**config.mk**
```make
export PLATFORM = sky130hd
export DESIGN_NAME = wav_header_parser_flat
export DESIGN_NICKNAME = d
export VERILOG_FILES = /design/src/sv/wavhp_pkg.sv /design/src/sv/wavhp_in_if.sv /design/src/sv/wavhp_out_if.sv /design/src/sv/wavhp_front.sv /design/src/sv/wavhp_core.sv /design/src/sv/wav_header_parser.sv /design/src/flat_wrapper.sv
export SDC_FILE = /design/constraint.sdc
export NUM_CORES = 1
export LEC_CHECK = 0
export BUFFER_PORTS_ARGS = -buffer_cell sky130_fd_sc_hd__buf_2
export CAP_MARGIN = 20
export CORE_MARGIN = 5
export CORE_UTILIZATION = 25
export DETAILED_ROUTE_END_ITERATION = 10
export PLACE_DENSITY = 0.39
export SLEW_MARGIN = 20
export SYNTH_ARGS = -nofsm -noshare
export SYNTH_HDL_FRONTEND = slang
export SYNTH_SLANG_ARGS = --single-unit
export TNS_END_PERCENT = 30
```
**constraint.sdc**
```tcl
create_clock -name clk -period 8.94 [get_ports clk]
set_input_delay 0.894 -clock clk [delete_from_list [all_inputs] [get_ports clk]]
set_output_delay 0.894 -clock clk [all_outputs]
set_load 0.03 [all_outputs]
```
**src/sv/wavhp_pkg.sv**
```systemverilog
// Package: shared types, tags and codes for the WAV header parser.
`timescale 1ns / 1ps
package wavhp_pkg;

	localparam int unsigned QUEUE_DEPTH = 2;
	localparam int unsigned QPTR_W      = $clog2(QUEUE_DEPTH);
	localparam int unsigned QCNT_W      = $clog2(QUEUE_DEPTH + 1);

	localparam logic [31:0] TAG_RIFF = 32'h4646_4952;
	localparam logic [31:0] TAG_WAVE = 32'h4556_4157;
	localparam logic [31:0] TAG_FMT  = 32'h2074_6D66;
	localparam logic [31:0] TAG_DATA = 32'h6174_6164;

	localparam logic [31:0] FMT_BASE_LEN = 32'd16;
	localparam logic [15:0] MAX_CHANNELS = 16'd2;
	localparam logic [15:0] PCM_FORMAT   = 16'd1;

	// byte offsets within the fixed header that complete a field
	localparam logic [5:0] OFF_RIFF     = 6'd3;
	localparam logic [5:0] OFF_WAVE     = 6'd11;
	localparam logic [5:0] OFF_FMT      = 6'd15;
	localparam logic [5:0] OFF_FMT_LEN  = 6'd19;
	localparam logic [5:0] OFF_FORMAT   = 6'd21;
	localparam logic [5:0] OFF_CHANNELS = 6'd23;
	localparam logic [5:0] OFF_RATE     = 6'd27;
	localparam logic [5:0] OFF_BYTERATE = 6'd31;
	localparam logic [5:0] OFF_ALIGN    = 6'd33;
	localparam logic [5:0] OFF_BITS     = 6'd35;

	localparam logic [31:0] TAIL_TAG_END  = 32'd3;
	localparam logic [31:0] TAIL_SIZE_END = 32'd7;

	typedef enum logic [2:0] {
		PH_IDLE,
		PH_HEADER,
		PH_SKIP,
		PH_TAIL,
		PH_PAYLOAD,
		PH_DONE
	} phase_t;

	typedef enum logic [2:0] {
		ST_BUSY         = 3'd0,
		ST_OK           = 3'd1,
		ST_NOT_RIFF     = 3'd2,
		ST_NOT_WAVE     = 3'd3,
		ST_NOT_FMT      = 3'd4,
		ST_NOT_PCM      = 3'd5,
		ST_BAD_CHANNELS = 3'd6,
		ST_NOT_DATA     = 3'd7
	} status_t;

	typedef struct packed {
		logic [7:0] in_byte;
		logic       start_of_file;
	} item_t;

	typedef struct packed {
		logic  valid;
		item_t item;
	} queue_head_t;

	typedef struct packed {
		status_t     status;
		logic        payload_valid;
		logic [7:0]  payload_byte;
		logic        payload_last;
		logic [1:0]  channels;
		logic [31:0] rate;
		logic [31:0] bytes_per_second;
		logic [15:0] frame_bytes;
		logic [15:0] sample_bits;
		logic [31:0] payload_length;
	} result_t;

endpackage

```
**src/sv/wavhp_in_if.sv**
```systemverilog
// Interface: byte channel into the parser.
`timescale 1ns / 1ps
interface wavhp_in_if;
	logic       valid;
	logic       ready;
	logic [7:0] in_byte;
	logic       start_of_file;

	modport source (output valid, output in_byte, output start_of_file, input ready);
	modport sink   (input valid, input in_byte, input start_of_file, output ready);
endinterface

```
**src/sv/wavhp_out_if.sv**
```systemverilog
// Interface: result channel out of the parser.
`timescale 1ns / 1ps
interface wavhp_out_if;
	logic        valid;
	logic        ready;
	logic [2:0]  status;
	logic        payload_valid;
	logic [7:0]  payload_byte;
	logic        payload_last;
	logic [1:0]  channels;
	logic [31:0] rate;
	logic [31:0] bytes_per_second;
	logic [15:0] frame_bytes;
	logic [15:0] sample_bits;
	logic [31:0] payload_length;

	modport source (
		output valid, output status, output payload_valid, output payload_byte,
		output payload_last, output channels, output rate, output bytes_per_second,
		output frame_bytes, output sample_bits, output payload_length, input ready
	);
	modport sink (
		input valid, input status, input payload_valid, input payload_byte,
		input payload_last, input channels, input rate, input bytes_per_second,
		input frame_bytes, input sample_bits, input payload_length, output ready
	);
endinterface

```
**src/sv/wavhp_front.sv**
```systemverilog
// Front end: accepts bytes and holds them in a short queue for the parser.
`timescale 1ns / 1ps
module wavhp_front (
	input  logic                 clk,
	input  logic                 arst_n,
	wavhp_in_if.sink             byte_ch,
	output wavhp_pkg::queue_head_t head,
	input  logic                 pop
);

	wavhp_pkg::item_t                  slot_q [wavhp_pkg::QUEUE_DEPTH];
	logic [wavhp_pkg::QPTR_W-1:0]      wr_ptr_q;
	logic [wavhp_pkg::QPTR_W-1:0]      rd_ptr_q;
	logic [wavhp_pkg::QCNT_W-1:0]      count_q;
	logic                              push;
	logic                              do_pop;

	assign byte_ch.ready = (count_q != wavhp_pkg::QCNT_W'(wavhp_pkg::QUEUE_DEPTH));
	assign push          = byte_ch.valid && byte_ch.ready;
	assign do_pop        = pop && (count_q != '0);

	assign head.valid = (count_q != '0);
	assign head.item  = slot_q[rd_ptr_q];

	always_ff @(posedge clk) begin
		if (push) begin
			slot_q[wr_ptr_q] <= '{in_byte: byte_ch.in_byte, start_of_file: byte_ch.start_of_file};
		end
	end

	always_ff @(posedge clk or negedge arst_n) begin
		if (!arst_n) begin
			wr_ptr_q <= '0;
			rd_ptr_q <= '0;
			count_q  <= '0;
		end else begin
			if (push) begin
				wr_ptr_q <= (wr_ptr_q == wavhp_pkg::QPTR_W'(wavhp_pkg::QUEUE_DEPTH - 1)) ?
					'0 : wr_ptr_q + 1'b1;
			end
			if (do_pop) begin
				rd_ptr_q <= (rd_ptr_q == wavhp_pkg::QPTR_W'(wavhp_pkg::QUEUE_DEPTH - 1)) ?
					'0 : rd_ptr_q + 1'b1;
			end
			case ({push, do_pop})
				2'b10:   count_q <= count_q + 1'b1;
				2'b01:   count_q <= count_q - 1'b1;
				default: count_q <= count_q;
			endcase
		end
	end

`ifndef SYNTH
	a_count_bound: assert property (@(posedge clk) disable iff (!arst_n)
		count_q <= wavhp_pkg::QCNT_W'(wavhp_pkg::QUEUE_DEPTH))
		else $error("queue count beyond depth");
`endif

endmodule

```
**src/sv/wavhp_core.sv**
```systemverilog
// Back end: header parse state machine, captured fields and result register.
`timescale 1ns / 1ps
module wavhp_core (
	input  logic                   clk,
	input  logic                   arst_n,
	input  wavhp_pkg::queue_head_t head,
	output logic                   pop,
	wavhp_out_if.source            result_ch
);

	wavhp_pkg::phase_t  phase_q, phase_n;
	wavhp_pkg::status_t err_q, err_n;
	logic [31:0] fcount_q, fcount_n;
	logic [31:0] asm_q, asm_n;
	logic [31:0] extra_q, extra_n;
	logic [1:0]  chan_q, chan_n;
	logic [31:0] rate_q, rate_n;
	logic [31:0] brate_q, brate_n;
	logic [15:0] align_q, align_n;
	logic [15:0] bits_q, bits_n;
	logic [31:0] dsize_q, dsize_n;
	logic [15:0] half;
	logic        pv, pl;
	wavhp_pkg::status_t status_n;

	wavhp_pkg::result_t res_q;
	logic               res_valid_q;

	assign pop = head.valid && (!res_valid_q || result_ch.ready);

	always_comb begin
		phase_n  = phase_q;
		err_n    = err_q;
		fcount_n = fcount_q;
		asm_n    = asm_q;
		extra_n  = extra_q;
		chan_n   = chan_q;
		rate_n   = rate_q;
		brate_n  = brate_q;
		align_n  = align_q;
		bits_n   = bits_q;
		dsize_n  = dsize_q;
		pv       = 1'b0;
		pl       = 1'b0;

		if (head.item.start_of_file) begin
			phase_n  = wavhp_pkg::PH_HEADER;
			err_n    = wavhp_pkg::ST_BUSY;
			fcount_n = '0;
			asm_n    = '0;
			extra_n  = '0;
			chan_n   = '0;
			rate_n   = '0;
			brate_n  = '0;
			align_n  = '0;
			bits_n   = '0;
			dsize_n  = '0;
		end
		if (phase_n == wavhp_pkg::PH_HEADER || phase_n == wavhp_pkg::PH_TAIL) begin
			asm_n = {head.item.in_byte, asm_n[31:8]};
		end
		half = asm_n[31:16];

		unique case (phase_n)
			wavhp_pkg::PH_HEADER: begin
				fcount_n = fcount_n + 32'd1;
				unique case (fcount_n[5:0] - 6'd1)
					wavhp_pkg::OFF_RIFF: if (asm_n != wavhp_pkg::TAG_RIFF) begin
						err_n   = wavhp_pkg::ST_NOT_RIFF;
						phase_n = wavhp_pkg::PH_DONE;
					end
					wavhp_pkg::OFF_WAVE: if (asm_n != wavhp_pkg::TAG_WAVE) begin
						err_n   = wavhp_pkg::ST_NOT_WAVE;
						phase_n = wavhp_pkg::PH_DONE;
					end
					wavhp_pkg::OFF_FMT: if (asm_n != wavhp_pkg::TAG_FMT) begin
						err_n   = wavhp_pkg::ST_NOT_FMT;
						phase_n = wavhp_pkg::PH_DONE;
					end
					wavhp_pkg::OFF_FMT_LEN: begin
						extra_n = (asm_n > wavhp_pkg::FMT_BASE_LEN) ?
							asm_n - wavhp_pkg::FMT_BASE_LEN : '0;
					end
					wavhp_pkg::OFF_FORMAT: if (half != wavhp_pkg::PCM_FORMAT) begin
						err_n   = wavhp_pkg::ST_NOT_PCM;
						phase_n = wavhp_pkg::PH_DONE;
					end
					wavhp_pkg::OFF_CHANNELS: begin
						if (half == '0 || half > wavhp_pkg::MAX_CHANNELS) begin
							err_n   = wavhp_pkg::ST_BAD_CHANNELS;
							phase_n = wavhp_pkg::PH_DONE;
						end else begin
							chan_n = half[1:0];
						end
					end
					wavhp_pkg::OFF_RATE:     rate_n  = asm_n;
					wavhp_pkg::OFF_BYTERATE: brate_n = asm_n;
					wavhp_pkg::OFF_ALIGN:    align_n = half;
					wavhp_pkg::OFF_BITS: begin
						bits_n   = half;
						fcount_n = '0;
						phase_n  = (extra_n != '0) ? wavhp_pkg::PH_SKIP : wavhp_pkg::PH_TAIL;
					end
					default: ;
				endcase
			end
			wavhp_pkg::PH_SKIP: begin
				extra_n = extra_n - 32'd1;
				if (extra_n == '0) begin
					fcount_n = '0;
					phase_n  = wavhp_pkg::PH_TAIL;
				end
			end
			wavhp_pkg::PH_TAIL: begin
				if (fcount_n == wavhp_pkg::TAIL_TAG_END && asm_n != wavhp_pkg::TAG_DATA) begin
					err_n   = wavhp_pkg::ST_NOT_DATA;
					phase_n = wavhp_pkg::PH_DONE;
				end else if (fcount_n == wavhp_pkg::TAIL_SIZE_END) begin
					dsize_n  = asm_n;
					fcount_n = asm_n;
					phase_n  = (asm_n != '0) ? wavhp_pkg::PH_PAYLOAD : wavhp_pkg::PH_DONE;
				end else begin
					fcount_n = fcount_n + 32'd1;
				end
			end
			wavhp_pkg::PH_PAYLOAD: begin
				pv       = 1'b1;
				fcount_n = fcount_n - 32'd1;
				if (fcount_n == '0) begin
					pl      = 1'b1;
					phase_n = wavhp_pkg::PH_DONE;
				end
			end
			default: ;
		endcase

		if (err_n != wavhp_pkg::ST_BUSY) begin
			status_n = err_n;
		end else if (phase_n == wavhp_pkg::PH_PAYLOAD || phase_n == wavhp_pkg::PH_DONE) begin
			status_n = wavhp_pkg::ST_OK;
		end else begin
			status_n = wavhp_pkg::ST_BUSY;
		end
	end

	always_ff @(posedge clk or negedge arst_n) begin
		if (!arst_n) begin
			phase_q     <= wavhp_pkg::PH_IDLE;
			err_q       <= wavhp_pkg::ST_BUSY;
			fcount_q    <= '0;
			asm_q       <= '0;
			extra_q     <= '0;
			chan_q      <= '0;
			rate_q      <= '0;
			brate_q     <= '0;
			align_q     <= '0;
			bits_q      <= '0;
			dsize_q     <= '0;
			res_valid_q <= 1'b0;
		end else begin
			if (pop) begin
				phase_q     <= phase_n;
				err_q       <= err_n;
				fcount_q    <= fcount_n;
				asm_q       <= asm_n;
				extra_q     <= extra_n;
				chan_q      <= chan_n;
				rate_q      <= rate_n;
				brate_q     <= brate_n;
				align_q     <= align_n;
				bits_q      <= bits_n;
				dsize_q     <= dsize_n;
				res_valid_q <= 1'b1;
			end else if (result_ch.ready) begin
				res_valid_q <= 1'b0;
			end
		end
	end

	always_ff @(posedge clk) begin
		if (pop) begin
			res_q.status           <= status_n;
			res_q.payload_valid    <= pv;
			res_q.payload_byte     <= pv ? head.item.in_byte : 8'd0;
			res_q.payload_last     <= pl;
			res_q.channels         <= chan_n;
			res_q.rate             <= rate_n;
			res_q.bytes_per_second <= brate_n;
			res_q.frame_bytes      <= align_n;
			res_q.sample_bits      <= bits_n;
			res_q.payload_length   <= dsize_n;
		end
	end

	assign result_ch.valid            = res_valid_q;
	assign result_ch.status           = res_q.status;
	assign result_ch.payload_valid    = res_q.payload_valid;
	assign result_ch.payload_byte     = res_q.payload_byte;
	assign result_ch.payload_last     = res_q.payload_last;
	assign result_ch.channels         = res_q.channels;
	assign result_ch.rate             = res_q.rate;
	assign result_ch.bytes_per_second = res_q.bytes_per_second;
	assign result_ch.frame_bytes      = res_q.frame_bytes;
	assign result_ch.sample_bits      = res_q.sample_bits;
	assign result_ch.payload_length   = res_q.payload_length;

`ifndef SYNTH
	a_last_is_payload: assert property (@(posedge clk) disable iff (!arst_n)
		pop && pl |=> phase_q == wavhp_pkg::PH_DONE && res_q.payload_valid)
		else $error("last payload byte did not close the file");
	a_err_held: assert property (@(posedge clk) disable iff (!arst_n)
		err_q != wavhp_pkg::ST_BUSY && !(pop && head.item.start_of_file)
		|=> err_q == $past(err_q))
		else $error("latched error changed without a new file");
	a_err_done: assert property (@(posedge clk) disable iff (!arst_n)
		err_q != wavhp_pkg::ST_BUSY |-> phase_q == wavhp_pkg::PH_DONE)
		else $error("error latched while still parsing");
`endif

endmodule

```
**src/sv/wav_header_parser.sv**
```systemverilog
// Top level: WAV (RIFF, PCM) header parser with payload byte forwarding.
//
//  channel    | role   | transfer carries
//  byte_ch    | sink   | in_byte, start_of_file
//  result_ch  | source | status, payload flags and byte, captured header fields
//
//  One result per byte; one byte per cycle unless result_ch stalls; bytes pass a
//  queue slot, then result register. The parse state machine in the back end
//  is the single per-byte step. A two-entry queue parts the byte side from the
//  parser and the result register parts the parser from the result side, so
//  either may stall alone. Reset clears all parser state; no warm-up is needed.
`timescale 1ns / 1ps
module wav_header_parser (
	input  logic         clk,
	input  logic         arst_n,
	wavhp_in_if.sink     byte_ch,
	wavhp_out_if.source  result_ch
);

	wavhp_pkg::queue_head_t head;
	logic                   pop;

	wavhp_front u_front (
		.clk     (clk),
		.arst_n  (arst_n),
		.byte_ch (byte_ch),
		.head    (head),
		.pop     (pop)
	);

	wavhp_core u_core (
		.clk       (clk),
		.arst_n    (arst_n),
		.head      (head),
		.pop       (pop),
		.result_ch (result_ch)
	);

endmodule
```
**src/flat_wrapper.sv**
```systemverilog
// flat-port wrapper written by rule: the top's interface ports become plain ports
module wav_header_parser_flat 
  (clk, arst_n, byte_ch_valid, byte_ch_in_byte, byte_ch_start_of_file, byte_ch_ready, result_ch_valid, result_ch_status, result_ch_payload_valid, result_ch_payload_byte, result_ch_payload_last, result_ch_channels, result_ch_rate, result_ch_bytes_per_second, result_ch_frame_bytes, result_ch_sample_bits, result_ch_payload_length, result_ch_ready);
  wavhp_in_if byte_ch_i ();
  wavhp_out_if result_ch_i ();
  input  logic clk;
  input  logic arst_n;
  input wire logic [$bits(byte_ch_i.valid)-1:0] byte_ch_valid;
  input wire logic [$bits(byte_ch_i.in_byte)-1:0] byte_ch_in_byte;
  input wire logic [$bits(byte_ch_i.start_of_file)-1:0] byte_ch_start_of_file;
  output wire logic [$bits(byte_ch_i.ready)-1:0] byte_ch_ready;
  output wire logic [$bits(result_ch_i.valid)-1:0] result_ch_valid;
  output wire logic [$bits(result_ch_i.status)-1:0] result_ch_status;
  output wire logic [$bits(result_ch_i.payload_valid)-1:0] result_ch_payload_valid;
  output wire logic [$bits(result_ch_i.payload_byte)-1:0] result_ch_payload_byte;
  output wire logic [$bits(result_ch_i.payload_last)-1:0] result_ch_payload_last;
  output wire logic [$bits(result_ch_i.channels)-1:0] result_ch_channels;
  output wire logic [$bits(result_ch_i.rate)-1:0] result_ch_rate;
  output wire logic [$bits(result_ch_i.bytes_per_second)-1:0] result_ch_bytes_per_second;
  output wire logic [$bits(result_ch_i.frame_bytes)-1:0] result_ch_frame_bytes;
  output wire logic [$bits(result_ch_i.sample_bits)-1:0] result_ch_sample_bits;
  output wire logic [$bits(result_ch_i.payload_length)-1:0] result_ch_payload_length;
  input wire logic [$bits(result_ch_i.ready)-1:0] result_ch_ready;
  assign byte_ch_i.valid = byte_ch_valid;
  assign byte_ch_i.in_byte = byte_ch_in_byte;
  assign byte_ch_i.start_of_file = byte_ch_start_of_file;
  assign byte_ch_ready = byte_ch_i.ready;
  assign result_ch_valid = result_ch_i.valid;
  assign result_ch_status = result_ch_i.status;
  assign result_ch_payload_valid = result_ch_i.payload_valid;
  assign result_ch_payload_byte = result_ch_i.payload_byte;
  assign result_ch_payload_last = result_ch_i.payload_last;
  assign result_ch_channels = result_ch_i.channels;
  assign result_ch_rate = result_ch_i.rate;
  assign result_ch_bytes_per_second = result_ch_i.bytes_per_second;
  assign result_ch_frame_bytes = result_ch_i.frame_bytes;
  assign result_ch_sample_bits = result_ch_i.sample_bits;
  assign result_ch_payload_length = result_ch_i.payload_length;
  assign result_ch_i.ready = result_ch_ready;
  wav_header_parser u_core (.clk(clk), .arst_n(arst_n), .byte_ch(byte_ch_i), .result_ch(result_ch_i));
endmodule
```
# Word level (Yosys, flattened, before mapping)
# Memories as Yosys holds them, arrays and structs flattened.
# Index checks and enable logic that the tools add are counted.
[word_totals]
inputBits = 13
n_memories = 1
latchBits = 0
romBits = 0
ram_bits = 18
out_inout_bits = 145
reg_bits = 380
[op_classes]
order_cmp = 2
n_bitwise = 0
n_reduce_logical = 18
muxes = 66
n_div = 0
n_eq_ne = 26
mul = 0
n_addsub = 9
shift = 0
[mem_list]
columns = ["memory", "depth", "word_bits", "rd", "rd_ports_with_merged_regs", "write_ports", "line_no", "source"]
rows = [
  ["u_core.u_front.slot_q", 2, 9, 1, 0, 1, "wavhp_front.sv:11", "wavhp_pkg::item_t slot_q [wavhp_pkg::QUEUE_DEPTH];"],
]
[op_table]
columns = ["op", "n"]
rows = [
  ["$mux W32", 20],
  ["$pmux W32 S4", 1],
  ["$mux W16", 6],
  ["$ne A32 B31 Y1 const B", 3],
  ["$logic_not A32 Y1", 2],
  ["$pmux W32 S2", 1],
  ["$reduce_bool A32 Y1", 2],
  ["$sub A32 B1 Y32 const B", 2],
  ["$mux W3", 18],
  ["$add A32 B1 Y32 const B", 1],
  ["$eq A32 B2 Y1 const B", 1],
  ["$eq A32 B3 Y1 const B", 1],
  ["$gt A32 B5 Y1 const B", 1],
  ["$ne A32 B30 Y1 const B", 1],
  ["$sub A32 B5 Y32 const B", 1],
  ["$eq A6 B5 Y1 const B", 5],
  ["$pmux W3 S6", 1],
  ["$gt A16 B2 Y1 const B", 1],
  ["$logic_not A16 Y1", 1],
  ["$ne A16 B1 Y1 const B", 1],
  ["$pmux W3 S5", 1],
  ["$eq A6 B4 Y1 const B", 2],
  ["$eq A6 B6 Y1 const B", 2],
  ["$pmux W3 S4", 1],
  ["other kinds (20)", 45],
]

# Logic depth before layout (Yosys ltp)
# Gate-level depths: netlist of run 1.
# An unclocked memory read counts as a cell.
[depth]
word_depth = 14
depth_mapped = 26

# Cells and area by module
# Synthesis of run 1 repeated with hierarchy kept, for this count alone.
[unflattened]
cells_unflattened = 2289
hier_area_um2 = 22268.9
[modules_own_cells]
columns = ["mod", "seq_area_each_um2", "instances", "area_each_um2", "cells_per_inst"]
rows = [
  ["wavhp_core", 10124.7, 1, 21426.8, 2244],
  ["wavhp_front", 640.6, 1, 842.1, 45],
]

# Least setup slack after synthesis of run 1
# OpenSTA, ideal clock, no wires.
[synth_timing]
path_kind = "input -> register"
from = "input port result_ch_ready"
to = "register u_core.u_front.count_q[1] in the netlist's numbering"
arrival_time_ns = 7.105
stages = 10
required_time_ns = 8.861
setup_time_ns = 0.079
slack_ns = 1.756
n_path_buf = 4
cell_sequence = "nand2b_1 o21ai_0 clkbuf_1 inv_1 clkbuf_1 clkbuf_1 buf_1 ha_1 nor2_1 xor2_1"
[synth_via]
elab_chain_len = 5
elab_cells_between_ends = 7
classes_between = "2 x eq/ne; 1 x mux; 4 x reduce/logical"
[synth_lines]
columns = ["element", "line_no", "source"]
rows = [
  ["start: declaration", "flat_wrapper.sv:23", "input wire logic [$bits(result_ch_i.ready)-1:0] result_ch_ready;"],
  ["$logic_or A1 B1 Y1 (*)", "wavhp_core.sv:29", "assign pop = head.valid && (!res_valid_q || result_ch.ready);"],
  ["$logic_and A1 B1 Y1 (*)", "wavhp_core.sv:29", ""],
  ["named net u_core.pop", "wav_header_parser.sv:21", "logic pop;"],
  ["$logic_and A1 B1 Y1 (*)", "wavhp_front.sv:20", "assign do_pop = pop && (count_q != '0);"],
  ["$eq A2 B1 Y1 or $eq A2 B2 Y1 (tied branches)", "wavhp_front.sv:45", "case ({push, do_pop})"],
  ["$pmux W2 S2 or $reduce_bool A2 Y1 (tied branches)", "--", ""],
  ["end signal: assignment", "wavhp_front.sv:46", "2'b10: count_q <= count_q + 1'b1;"],
  ["end signal: assignment", "wavhp_front.sv:47", "2'b01: count_q <= count_q - 1'b1;"],
  ["end signal: assignment", "wavhp_front.sv:48", "default: count_q <= count_q;"],
  ["end: declaration", "wavhp_front.sv:14", "logic [wavhp_pkg::QCNT_W-1:0] count_q;"],
]
# Mark *: on every way through the listed nets, which the timed path passes. The rest lies on a longest branch.
# A chain may end at the register's enable or synchronous reset.

# Final worst setup path of run 1
[layout_timing]
from = "register u_core.u_front.rd_ptr_q"
to = "register u_core.u_core.fcount_q[18]"
[layout_via]
elab_chain_len = 9
elab_cells_between_ends = 26
classes_between = "4 x add/sub; 8 x eq/ne; 10 x mux; 3 x reduce/logical; 1 x memory"
[layout_lines]
columns = ["element", "line_no", "source"]
rows = [
  ["start: declaration", "wavhp_front.sv:13", "logic [wavhp_pkg::QPTR_W-1:0] rd_ptr_q;"],
  ["start signal: assignment", "wavhp_front.sv:42", "rd_ptr_q <= (rd_ptr_q == wavhp_pkg::QPTR_W'(wavhp_pkg::QUEUE_DEPTH - 1)) ?"],
  ["$mem_v2 Z2 W9 (*)", "--", ""],
  ["parallel branches: the longest is 7 deep, another holds $add A32 B1 Y32", "--", ""],
  ["$pmux W32 S4 (*)", "wavhp_core.sv:64", "unique case (phase_n)"],
  ["end signal: assignment", "wavhp_core.sv:164", "fcount_q <= fcount_n;"],
  ["end: declaration", "wavhp_core.sv:13", "logic [31:0] fcount_q, fcount_n;"],
]
# Every way passes the cells marked *.

==> results by group, run 1 <==
Setup path
  – Flop2flop setup slack: 2.62 ns
  – Critical path class: register to register
  – Startpoint types: register
  – CP required: ~9.4 ns
  – Worst path arrival time: approximately 6.8 ns
  – Worst-path fanout max: 34
  – CP Capture Type: register

Global routing
  – Vias in the first global route: 19600
  – Global-route wire length before repair: 134000 um
  – Antenna violations before repair: 7
  – Tot GR Track Use: between 10% and 20%
  – Largest net degree at the start of global routing: 101
  – Overflow after GRT: 0

Cells and area
  – Most common cell after layout, fill and taps aside: nand2_1
  – Share of layout cells above drive strength 1: between 15 and 20%
  – Nets@finish: 2538
  – Final core occ: 29.6%
  – Fill count: 9277
  – Commonest cells after routing, fill and taps aside: nand2_1 (408), dfrtp_1 (237), nor2_1 (232)
  – P&R area growth vs syn: 17.4%
  – Filler-free cell count of the finished design: around 3700

Placement
  – Cell Count Post-Placement: 3625
  – Post-DP HPWL: 62000 um
  – RD Place Congestion: approximately 0.91
  – # port buffers: approximately 160

Floorplanning
  – Die Y: a little over 300 um
  – Initial core utilization: approximately 25%
  – Cell Rows: 109
  – I/O pin cnt: ~160
  – Core box area: 88500 um^2
  – Die area: 95200 um^2
  – Die width: 309 um

Detailed routing
  – Vias per cell: around 5.4
  – DR WL/cell: 24.3 um
  – Drt drc: 0
  – Via count: 19900
  – DRT iter0 DRCs: 1720
  – DR pass1 iterations: 5
  – Final wirelength: approximately 90000 um
  – Post-route ant nets: 0

Pwr
  – Peak VDD IR: 0.144 mV
  – Leakage power: approximately 0.011 uW
  – Total Power: roughly 9400 uW
  – Power Density: roughly 360 nW/um^2

Synth
  – Top_reg_cell synth: dfrtp_1
  – Synth unique cells: 87
  – Register area share after synthesis: 48.3%
  – Post-synth EDFFs: 161
  – Async S/R FF share, synth: 59.5%
  – Post-Syn Instances: between 2000 and 2500
  – Ys Warns: 0
  – Cell area after synthesis: 22300 um^2
  – Yosys top cell by area: dfrtp_1
  – Syn_area_per_cell: 9.14 um^2
  – FF+latch count, synth: slightly below 400
  – Post-synth net total: 2464
  – Leading post-synthesis cells by cell area: dfrtp_1 (27%), edfxtp_1 (22%), nand2_1 (6.9%), o21ai_0 (4.4%), nor2_1 (3.9%)
  – Area share of the largest cell type after synthesis: 26.6%

Clock tree
  – CTS sink count: roughly 400
  – CTS tree: built
  – TritonCTS Buffers: 50
  – Setup Buffers After CTS: 0
  – Post-cts sizing count: 0
  – Worst skew pair latency: 0.62 ns
  – # hold bufs at CTS: 0
  – Clk pin slew, worst setup/hold paths: 0.06 ns
  – Clock Tree Buf Depth: 3
  – H-tree depth: 2
  – Clock Tree Root: clkbuf_16

STA
  – Worst rel slew slack: roughly 28%
  – Fmax: 0.158 GHz
  – Final period util: 70.6%
  – Least-Margin Pin Slew: 1.09 ns
  – Minimum clock period: between 6 and 7 ns
  – Hold Violations, Final: 0
  – Worst Skew: 0.0216 ns
  – Final Setup Violations: 0
  – Setup TNS Final: 0 ns
  – Slew Viols, Final: 0
  – RSZ-0062 raised after global routing: no

Outcome
  – Status: completed

Flow run
  – Total of max-cap violations: 0

Worst hold path
  – Worst Hold Class: input pin to async pin
[per-layer routing]
layer	track usage, %	wire (um)	vias to the layer above	part of all wire [%]
met5	0	50	-	0.055
met4	5.97	3110	8	3.4
met3	2.68	4700	150	5.2
met1	25.1	40000	10100	44
met2	30.3	42600	630	47
li1	-	-	9078	-
[cells in the mapped netlist, drive strengths merged (15+ instances only)]
cell    instances
clkbuf        174
o21ai         208
a31oi          34
a22o           19
edfxtp        161
o22ai          19
mux2i          56
mux2           55
dfrtp         237
nor3           54
a22oi          22
nand2         410
o31ai          63
or4            15
xor2           23
a21o           15
xnor2          45
nand2b         20
or3            20
nor2          233
inv            31
o21a           18
nand3          78
and3           19
a21oi         100
nand4          35
nor4           32
buf            21
[power by group]
group / leakage [uW] / switching [uW] / internal, uW
registers: 0.00484 / 385 / 2370
logic: 0.00479 / 3310 / 1140
clock network: 0.000871 / 862 / 1330
total: 0.0105 / 4560 / 4840
[kinds of logic (layout without fill, tap and decap cells)]
logic type	count (synthesis)	after routing	share of synthesized area [%]
simple gates	989	989	20.5
flops	398	398	48.3
fa+ha+maj	12	12	0.674
xor+xnor	69	69	2.77
other cells	0	1	0
compound gates	634	634	18.5
mux	111	111	5.29
buf+inv	226	342	3.90
[final cells by class]
cell class              instances  area, um^2  share of cell area (%)
inverters                      31         124                   0.473
repair buffers                217        1240                    4.75
multi-input cells            1815       10800                    41.2
well taps                    1165        1460                    5.57
clock inverters                36         498                    1.90
clock buffers                  58        1290                    4.93
flip-flops and latches        398       10800                    41.1
diodes                          1        2.50                 0.00956
[worst paths after layout]
check / startpoint / end / cells past startpoint
min in group clk: u_core.u_core.rate_q[8]$_DFFE_PN0P_ / u_core.u_core.rate_q[8]$_DFFE_PN0P_ / 2
max: u_core.u_front.rd_ptr_q$_DFFE_PN0P_ / u_core.u_core.fcount_q[18]$_DFFE_PN0P_ / 13
max in group asynchronous: arst_n / u_core.u_core.phase_q[2]$_DFFE_PN0P_ / 3
min: arst_n / u_core.u_core.rate_q[10]$_DFFE_PN0P_ / 1
max reg2reg: u_core.u_front.rd_ptr_q$_DFFE_PN0P_ / u_core.u_core.fcount_q[18]$_DFFE_PN0P_ / 13
min reg2reg: u_core.u_core.rate_q[8]$_DFFE_PN0P_ / u_core.u_core.rate_q[8]$_DFFE_PN0P_ / 2
[stage by stage]
stage,cell area [um^2],hold slack (ns),setup WS (ns)
3_3_place_gp,24400,0.454,2.82
4_1_cts,26200,0.290,2.66
3_5_place_dp,24400,0.460,2.66
5_1_grt,26200,0.298,2.32
2_1_floorplan,22300,0.443,1.76
6_report,26200,0.268,2.62
[critical path: stages (launching register included)]
cell	delay (ns)
dfrtp_1	0.93
mux2i_4	0.44
buf_4	0.41
nand2_1	0.19
ha_1	0.60
inv_1	0.40
mux2i_1	0.11
a311o_1	0.34
or4b_1	0.51
or4_1	0.42
or4_4	0.58
o21ai_4	0.26
nand3_2	0.45
a221o_1	0.50
[state kept, by name (all words and copies together) (netlist names), 8 cells and up]
signal and flops:
u_core.u_core.align_q 16, u_core.u_core.asm_q 32, u_core.u_core.bits_q 16, u_core.u_core.brate_q 32
u_core.u_core.dsize_q 32, u_core.u_core.extra_q 32, u_core.u_core.fcount_q 32, u_core.u_core.rate_q 32
u_core.u_core.result_ch.bytes_per_second 32, u_core.u_core.result_ch.frame_bytes 16, u_core.u_core.result_ch.payload_byte 8, u_core.u_core.result_ch.payload_length 32
u_core.u_core.result_ch.rate 32, u_core.u_core.result_ch.sample_bits 16, u_core.u_front.slot_q 18
Power figures use the tool's default switching activity.
==> run 2: changes to the inputs <==
==> constraint.sdc (replaced) <==
create_clock -name clk -period 6.2 [get_ports clk]
set_input_delay 0.62 -clock clk [delete_from_list [all_inputs] [get_ports clk]]
set_output_delay 0.62 -clock clk [all_outputs]
set_load 0.03 [all_outputs]
==> results by group, run 2 (same netlist as run 1, synthesis figures left out) <==
Setup path
  – Worst path arrival time: 5.85 ns (was 6.80 ns)
  – Slowest cell delay on critical path: 0.98 ns (was 0.93 ns)
  – Worst-path cell chain: mux2i_4 -> nand2_1 -> inv_1 -> ha_1 -> buf_4 -> or4bb_1 -> a311oi_1 -> xnor3_1 -> o22ai_1 -> a31oi_1 -> a21o_1 -> nand2_1 -> o41ai_1 -> a221o_1 (was mux2i_4 -> buf_4 -> nand2_1 -> ha_1 -> inv_1 -> mux2i_1 -> a311o_1 -> or4b_1 -> or4_1 -> or4_4 -> o21ai_4 -> nand3_2 -> a221o_1)
  – CP max-delay cell: a31oi_1 (was dfrtp_1)
  – Startpoint types: register (unchanged)
  – Worst-path fanout max: 13 (was 34)
  – CP Capture Type: register (unchanged)
  – CP most frequent cell: nand2_1
  – Top cell family by delay on the critical path: compound AO/OA/AOI/OAI gates (was simple AND/OR/NAND/NOR gates)
  – CP required: 6.73 ns (was 9.43 ns)
  – Critical path class: register to register (unchanged)
  – Crit path buf inv count: 2 (unchanged)

Floorplanning
  – Initial core utilization: 25.2% (unchanged)
  – Die Y: 309 um (unchanged)
  – Die width: 309 um (unchanged)
  – Cell Rows: 109 (unchanged)
  – I/O pin cnt: 158 (unchanged)
  – Core box area: 88500 um^2 (unchanged)
  – Die area: 95200 um^2 (unchanged)

Clock tree
  – Clock Tree Root: clkbuf_16 (unchanged)
  – Post-cts sizing count: 0 (unchanged)
  – CTS sink count: 398 (unchanged)
  – # hold bufs at CTS: 0 (unchanged)
  – Clock Tree Buf Depth: 3 (unchanged)
  – Setup Buffers After CTS: 0 (unchanged)
  – Worst skew pair latency: 0.63 ns (was 0.62 ns)
  – H-tree depth: 2 (unchanged)
  – CTS tree: built (unchanged)
  – TritonCTS Buffers: 50 (unchanged)
  – Clk pin slew, worst setup/hold paths: 0.06 ns (about the same)

Global routing
  – Overflow after GRT: 0 (unchanged)
  – GR Util met2: 31.4% (was 30.3%)
  – Gr busiest metal: met2 (unchanged)
  – Tot GR Track Use: 18.5% (was 18.4%)
  – Vias in the first global route: 20000 (was 19600)
  – Global-route wire length before repair: 135000 um (was 134000 um)
  – Largest net degree at the start of global routing: 165 (was 101)
  – Antenna violations before repair: 9 (was 7)
  – Met1 Resource Use GR: 24.3% (was 25.1%)
  – GR Layer Usage met3: 3.16% (was 2.68%)

Detailed routing
  – Vias per cell: 5.37 (was 5.35)
  – Via count: 20100 (was 19900)
  – Final wirelength: 90600 um (was 90400 um)
  – DR pass1 iterations: 5 (unchanged)
  – Post-route ant nets: 0 (unchanged)
  – Drt drc: 0 (unchanged)
  – DRT iter0 DRCs: 1769 (was 1720)
  – DR WL/cell: 24.2 um (was 24.3 um)

STA
  – Setup TNS Final: 0 ns (unchanged)
  – Slew Viols, Final: 0 (unchanged)
  – Hold Violations, Final: 1 (was 0)
  – Fmax: 0.188 GHz (was 0.158 GHz)
  – RSZ-0062 raised after global routing: no (unchanged)
  – Worst rel slew slack: 22.0% (was 27.6%)
  – Worst Skew: 0.0429 ns (was 0.0216 ns)
  – Minimum clock period: 5.33 ns (was 6.32 ns)
  – Worst hold slack: -0.00715 ns (was 0.268 ns)
  – Least-Margin Pin Slew: 1.16 ns (was 1.09 ns)
  – Final Setup Violations: 0 (unchanged)
  – Final period util: 85.9% (was 70.6%)

Cells and area
  – Nets@finish: 2554 (was 2538)
  – Fill count: 9207 (was 9277)
  – Filler-free cell count of the finished design: 3740 (was 3721)
  – P&R area growth vs syn: 18.0% (was 17.4%)
  – Share of layout cells above drive strength 1: 16.3% (was 15.7%)
  – Most common cell after layout, fill and taps aside: nand2_1 (unchanged)
  – Final Instance Area: 26300 um^2 (was 26200 um^2)
  – Final core occ: 29.7% (was 29.6%)
  – Commonest cells after routing, fill and taps aside: nand2_1 (408), dfrtp_1 (237), nor2_1 (232) (unchanged)

Outcome
  – Status: finished, violations left (was completed)
  – Violated checks: negative hold slack

Worst hold path
  – Worst Hold Class: input pin to async pin (unchanged)

Placement
  – RD Place Congestion: 0.902 (was 0.906)
  – Placed cell area: 24500 um^2 (was 24400 um^2)
  – Cell Count Post-Placement: 3642 (was 3625)
  – # port buffers: 157 (unchanged)
  – Post-DP HPWL: 62100 um (was 62000 um)

Pwr
  – Peak VDD IR: 0.315 mV (was 0.144 mV)
  – Leakage power: 0.0106 uW (was 0.0105 uW)
  – Switching fraction of total power: 48.9% (was 48.5%)
  – Share of total power in combinational logic: 48.0% (was 47.4%)
  – Int Pwr: 6940 uW (was 4840 uW)
  – Seq pwr share: 29.1% (was 29.3%)
  – Power Density: 516 nW/um^2 (was 359 nW/um^2)
  – Clk pwr share: 22.9% (was 23.4%)
  – Net Sw Power: 6630 uW (was 4560 uW)

Flow run
  – Total of max-cap violations: 0 (unchanged)
## run 2: layout make-up
| class | count | area [um^2] | share of cell area, % |
|---|---|---|---|
| inverters | 31 | 124 | 0.471 |
| repair buffers | 233 | 1420 | 5.39 |
| clock inverters | 39 | 468 | 1.78 |
| multi-input cells | 1815 | 10800 | 41.0 |
| clock buffers | 55 | 1280 | 4.87 |
| diodes | 4 | 10.0 | 0.0381 |
| flip-flops and latches | 398 | 10800 | 40.9 |
| well taps | 1165 | 1460 | 5.54 |
## run 2: stage by stage
stage / setup WS (ns) / total power [uW]
detailed placement: 1.05 / 10500
floorplan: 0.0623 / 7790
global route: 0.678 / 14300
global placement: 1.14 / 10500
CTS: 0.975 / 13700
finish: 0.875 / 13600
## run 2: layer usage
layer | up-vias | routed length (um)
li1 | 9128 | -
met1 | 10100 | 38700
met2 | 719 | 43400
met3 | 161 | 5510
met4 | 6 | 2930
met5 | - | 41
## run 2: power groups by stage
| stage | combinational (uW) | clock, uW | sequential, uW |
|---|---|---|---|
| finish | 6510 | 3110 | 3940 |
| global route | 6950 | 3310 | 4010 |
| CTS | 6530 | 3200 | 3940 |
| detailed placement | 6510 | 0 | 3990 |
| global placement | 6530 | 0 | 3980 |
| floorplan | 3420 | 0 | 4360 |
## run 2: worst register-to-register path, cell delays in order (launching register included)
cell and delay, ns:
dfrtp_1 0.40, mux2i_4 0.53, nand2_1 0.18, inv_1 0.19, ha_1 0.18, buf_4 0.17
or4bb_1 0.48, a311oi_1 0.29, xnor3_1 0.33, o22ai_1 0.20, a31oi_1 0.98, a21o_1 0.41
nand2_1 0.27, o41ai_1 0.42, a221o_1 0.21
## run 2: final timing paths
check	startpoint	endpoint	slack [ns]	depth (start not counted)
worst max-delay path	u_core.u_front.rd_ptr_q$_DFFE_PN0P_	u_core.u_core.fcount_q[31]$_DFFE_PN0P_	0.87	14
worst min-delay path	arst_n	u_core.u_core.rate_q[9]$_DFFE_PN0P_	-0.007	1
worst max register to register	u_core.u_front.rd_ptr_q$_DFFE_PN0P_	u_core.u_core.fcount_q[31]$_DFFE_PN0P_	0.87	14
worst min register to register	u_core.u_core.brate_q[17]$_DFFE_PN0P_	u_core.u_core.brate_q[17]$_DFFE_PN0P_	0.47	2
max in group asynchronous	arst_n	u_core.u_core.dsize_q[3]$_DFFE_PN0P_	4.95	2
min in group clk	byte_ch_in_byte[1]	u_core.u_front.slot_q[0][2]$_DFFE_PP_	0.18	1
==> run 3: changes to the inputs <==
--- a/config.mk
+++ b/config.mk
@@ -5,10 +5,12 @@
 export SDC_FILE = /design/constraint.sdc
 export NUM_CORES = 1
 export LEC_CHECK = 0
+export ABC_AREA = 1
 export BUFFER_PORTS_ARGS = -buffer_cell sky130_fd_sc_hd__buf_2
 export CAP_MARGIN = 20
 export CORE_MARGIN = 5
 export CORE_UTILIZATION = 25
+export CTS_BUF_LIST = sky130_fd_sc_hd__clkbuf_4 sky130_fd_sc_hd__clkbuf_8
 export DETAILED_ROUTE_END_ITERATION = 10
 export PLACE_DENSITY = 0.39
 export SLEW_MARGIN = 20
==> results by group, run 3 <==
Setup path
  – Worst setup path endpoint: u_core.u_core.fcount_q[8]$_DFFE_PN0P_ (was u_core.u_core.fcount_q[31]$_DFFE_PN0P_)
  – R2R Path Start: u_core.u_front.rd_ptr_q$_DFFE_PN0P_ (unchanged)
  – Critical path depth: 13 (was 14)
  – Worst-path fanout max: 19 (was 13)
  – Flop2flop setup slack: 1.03 ns (was 0.87 ns)
  – Startpoint types: register (unchanged)
  – Critical Path Start: u_core.u_front.rd_ptr_q$_DFFE_PN0P_ (unchanged)
  – Worst path arrival time: 5.75 ns (was 5.85 ns)
  – Critical path class: register to register (unchanged)
  – Crit path buf inv count: 1 (was 2)
  – R2r endpoint: u_core.u_core.fcount_q[8]$_DFFE_PN0P_ (was u_core.u_core.fcount_q[31]$_DFFE_PN0P_)
  – CP max-delay cell: o21ai_0 (was a31oi_1)
  – R2r worst-path depth: 13 (was 14)
  – Slowest cell delay on critical path: 0.99 ns (was 0.98 ns)
  – Worst-path cell chain: nand2_1 -> nand2_2 -> nor2_1 -> nor2_1 -> nand2_1 -> nor2_1 -> nand2_1 -> inv_2 -> nand3b_1 -> o21ai_0 -> o21ai_0 -> a211oi_1 -> a21oi_1 (was mux2i_4 -> nand2_1 -> inv_1 -> ha_1 -> buf_4 -> or4bb_1 -> a311oi_1 -> xnor3_1 -> o22ai_1 -> a31oi_1 -> a21o_1 -> nand2_1 -> o41ai_1 -> a221o_1)
  – CP Capture Type: register (unchanged)
  – Top cell family by delay on the critical path: simple AND/OR/NAND/NOR gates (was compound AO/OA/AOI/OAI gates)
  – CP required: 6.78 ns (was 6.73 ns)

STA
  – Minimum clock period: 5.17 ns (was 5.33 ns)
  – Worst rel slew slack: 27.8% (was 22.0%)
  – Setup TNS Final: 0 ns (unchanged)
  – Worst Skew: 0.0672 ns (was 0.0429 ns)
  – Fmax: 0.194 GHz (was 0.188 GHz)
  – Slew Viols, Final: 0 (unchanged)
  – Hold Violations, Final: 0 (was 1)
  – RSZ-0062 raised after global routing: no (unchanged)
  – Final Setup Violations: 0 (unchanged)
  – Final period util: 83.3% (was 85.9%)
  – Least-Margin Pin Slew: 1.07 ns (was 1.16 ns)

Synth
  – Top_reg_cell synth: dfrtp_1 (unchanged)
  – Syn_area_per_cell: 7.44 um^2 (was 9.14 um^2)
  – Async S/R FF share, synth: 59.5% (unchanged)
  – Register area share after synthesis: 45.0% (was 48.3%)
  – Ys Warns: 0 (unchanged)
  – Synth Area in Simple Gates: 33.6% (was 20.5%)
  – Area share of the largest cell type after synthesis: 24.8% (was 26.6%)
  – Post-synth net total: 3244 (was 2464)
  – Cell area after synthesis: 23900 um^2 (was 22300 um^2)
  – Post-synthesis xor/xnor area fraction: 2.23% (was 2.77%)
  – Post-synthesis mux area share: 0% (was 5.29%)
  – Compound-Gate Fraction of Synth Area: 11.3% (was 18.5%)
  – FF+latch count, synth: 398 (unchanged)
  – Post-synth EDFFs: 161 (unchanged)
  – Most instantiated cells after synthesis: nand2_1 (1064), nor2_1 (320), nand3_1 (297), dfrtp_1 (237) (was nand2_1 (409), dfrtp_1 (237), nor2_1 (233), o21ai_0 (195), clkbuf_1 (171))
  – Cell with the most instances after synthesis: nand2_1 (unchanged)
  – Post-Syn Instances: 3219 (was 2439)
  – Yosys top cell by area: dfrtp_1 (unchanged)
  – Synth unique cells: 53 (was 87)
  – Area share of fa/ha/maj cells after synthesis: 0.627% (was 0.674%)
  – Largest family of logic cells by synthesized area: simple AND/OR/NAND/NOR gates (unchanged)
  – Leading post-synthesis cells by cell area: dfrtp_1 (25%), edfxtp_1 (20%), nand2_1 (17%), nand3_1 (6.2%), nor2_1 (5.0%) (was dfrtp_1 (27%), edfxtp_1 (22%), nand2_1 (6.9%), o21ai_0 (4.4%), nor2_1 (3.9%))

Cells and area
  – P&R area growth vs syn: 15.6% (was 18.0%)
  – Final core occ: 29.1% (was 29.7%)
  – Fill count: 10400 (was 9207)
  – Final Instance Area: 27700 um^2 (was 26300 um^2)
  – Share of layout cells above drive strength 1: 14.3% (was 16.3%)
  – Nets@finish: 3367 (was 2554)
  – Commonest cells after routing, fill and taps aside: nand2_1 (1064), nor2_1 (319), nand3_1 (297) (was nand2_1 (408), dfrtp_1 (237), nor2_1 (232))
  – Most common cell after layout, fill and taps aside: nand2_1 (unchanged)
  – Filler-free cell count of the finished design: 4677 (was 3740)

Detailed routing
  – Drt drc: 0 (unchanged)
  – DR WL/cell: 21.7 um (was 24.2 um)
  – DR pass1 iterations: 8 (was 5)
  – Final wirelength: 101000 um (was 90600 um)
  – DRT iter0 DRCs: 2098 (was 1769)
  – Post-route ant nets: 0 (unchanged)
  – Via count: 22700 (was 20100)
  – Vias per cell: 4.85 (was 5.37)

Worst hold path
  – Worst Hold Class: input pin to register (was input pin to async pin)

Floorplanning
  – Die area: 102000 um^2 (was 95200 um^2)
  – Die Y: 319 um (was 309 um)
  – Cell Rows: 113 (was 109)
  – Core box area: 95000 um^2 (was 88500 um^2)
  – Die width: 319 um (was 309 um)
  – I/O pin cnt: 158 (unchanged)
  – Initial core utilization: 25.2% (about the same)

Outcome
  – Status: completed (was finished, violations left)

Placement
  – Post-DP HPWL: 71700 um (was 62100 um)
  – Cell Count Post-Placement: 4524 (was 3642)
  – # port buffers: 157 (unchanged)
  – RD Place Congestion: 0.910 (was 0.902)
  – Placed cell area: 25900 um^2 (was 24500 um^2)

Pwr
  – Power Density: 572 nW/um^2 (was 516 nW/um^2)
  – Peak VDD IR: 0.539 mV (was 0.315 mV)
  – Leakage power: 0.0129 uW (was 0.0106 uW)

Clock tree
  – TritonCTS Buffers: 80 (was 50)
  – Clock Tree Root: clkbuf_8 (was clkbuf_16)
  – Clock Tree Buf Depth: 3 (unchanged)
  – Worst skew pair latency: 0.72 ns (was 0.63 ns)
  – CTS sink count: 398 (unchanged)
  – Post-cts sizing count: 0 (unchanged)
  – # hold bufs at CTS: 1 (was 0)
  – H-tree depth: 3 (was 2)
  – Clk pin slew, worst setup/hold paths: 0.06 ns (about the same)
  – Setup Buffers After CTS: 0 (unchanged)
  – CTS tree: built (unchanged)

Global routing
  – Overflow after GRT: 0 (unchanged)
  – Global-route wire length before repair: 148000 um (was 135000 um)
  – Vias in the first global route: 21900 (was 20000)
  – Largest net degree at the start of global routing: 184 (was 165)
  – Antenna violations before repair: 11 (was 9)
  – Tot GR Track Use: 19.2% (was 18.5%)

Flow run
  – Total of max-cap violations: 0 (unchanged)
-- run 3: per-layer routing --
| metal | global-route usage, % | share of wire, % | up-vias |
|---|---|---|---|
| met5 | 0.463 | 0.083 | - |
| met4 | 9.23 | 4.9 | 6 |
| met2 | 30.5 | 45 | 714 |
| li1 | - | - | 10900 |
| met3 | 3.54 | 5.8 | 215 |
| met1 | 25.3 | 44 | 10900 |
-- run 3: kinds of logic after synthesis --
| logic type | count (synthesis) |
|---|---|
| buffers and inverters | 405 |
| and+or+nand+nor | 1873 |
| DFF | 398 |
| xor gates and xnor gates | 61 |
| adders and majority gates | 12 |
| AOI/OAI and AO/OA | 470 |
-- run 3: per-stage QoR --
stage / hold slack [ns] / power [uW] / worst slack (ns)
after CTS: 0.00963 / 16000 / 1.05
final: 0.0892 / 15800 / 1.03
after detailed placement: 0.466 / 13000 / 1.11
after floorplan: 0.324 / 9790 / 2.00
after global placement: 0.463 / 13000 / 1.14
after global routing: 0.0459 / 16900 / 0.736
-- run 3: layout make-up --
| class | instances | area, um^2 | area share (%) |
|---|---|---|---|
| Tap cell | 1265 | 1580 | 5.72 |
| Clock buffer | 127 | 1550 | 5.59 |
| Timing Repair Buffer | 202 | 1210 | 4.38 |
| Antenna cell | 2 | 5.00 | 0.0181 |
| Clock inverter | 23 | 173 | 0.624 |
| Multi-Input combinational cell | 2416 | 11500 | 41.4 |
| Sequential cell | 398 | 10800 | 38.9 |
| Inverter | 244 | 926 | 3.35 |
-- run 3: power breakdown --
part | internal, uW | switching (uW)
Sequential | 3650 | 491
Clock | 1640 | 1270
Combinational | 2000 | 6770
-- run 3: worst min path at each step --
stage | from | to | slack, ns | cells after the start
4_1_cts | byte_ch_in_byte[5] | u_core.u_front.slot_q[0][6]$_DFFE_PP_ | 0.01 | 1
5_1_grt | byte_ch_in_byte[5] | u_core.u_front.slot_q[0][6]$_DFFE_PP_ | 0.05 | 1
3_3_place_gp | u_core.u_core.align_q[10]$_DFFE_PN0P_ | u_core.u_core.align_q[10]$_DFFE_PN0P_ | 0.46 | 2
2_1_floorplan | arst_n | u_core.u_core.align_q[0]$_DFFE_PN0P_ | 0.32 | 0
6_report | byte_ch_in_byte[5] | u_core.u_front.slot_q[0][6]$_DFFE_PP_ | 0.09 | 1
3_5_place_dp | u_core.u_core.rate_q[18]$_DFFE_PN0P_ | u_core.u_core.rate_q[18]$_DFFE_PN0P_ | 0.47 | 2
-- run 3: worst reg2reg max path, cell delays in order (launching register included) --
cell	delay [ns]
dfrtp_1	0.74
nand2_1	0.44
nand2_2	0.71
nor2_1	0.28
nor2_1	0.24
nand2_1	0.07
nor2_1	0.19
nand2_1	0.14
inv_2	0.08
nand3b_1	0.51
o21ai_0	1.00
o21ai_0	0.19
a211oi_1	0.33
a21oi_1	0.11
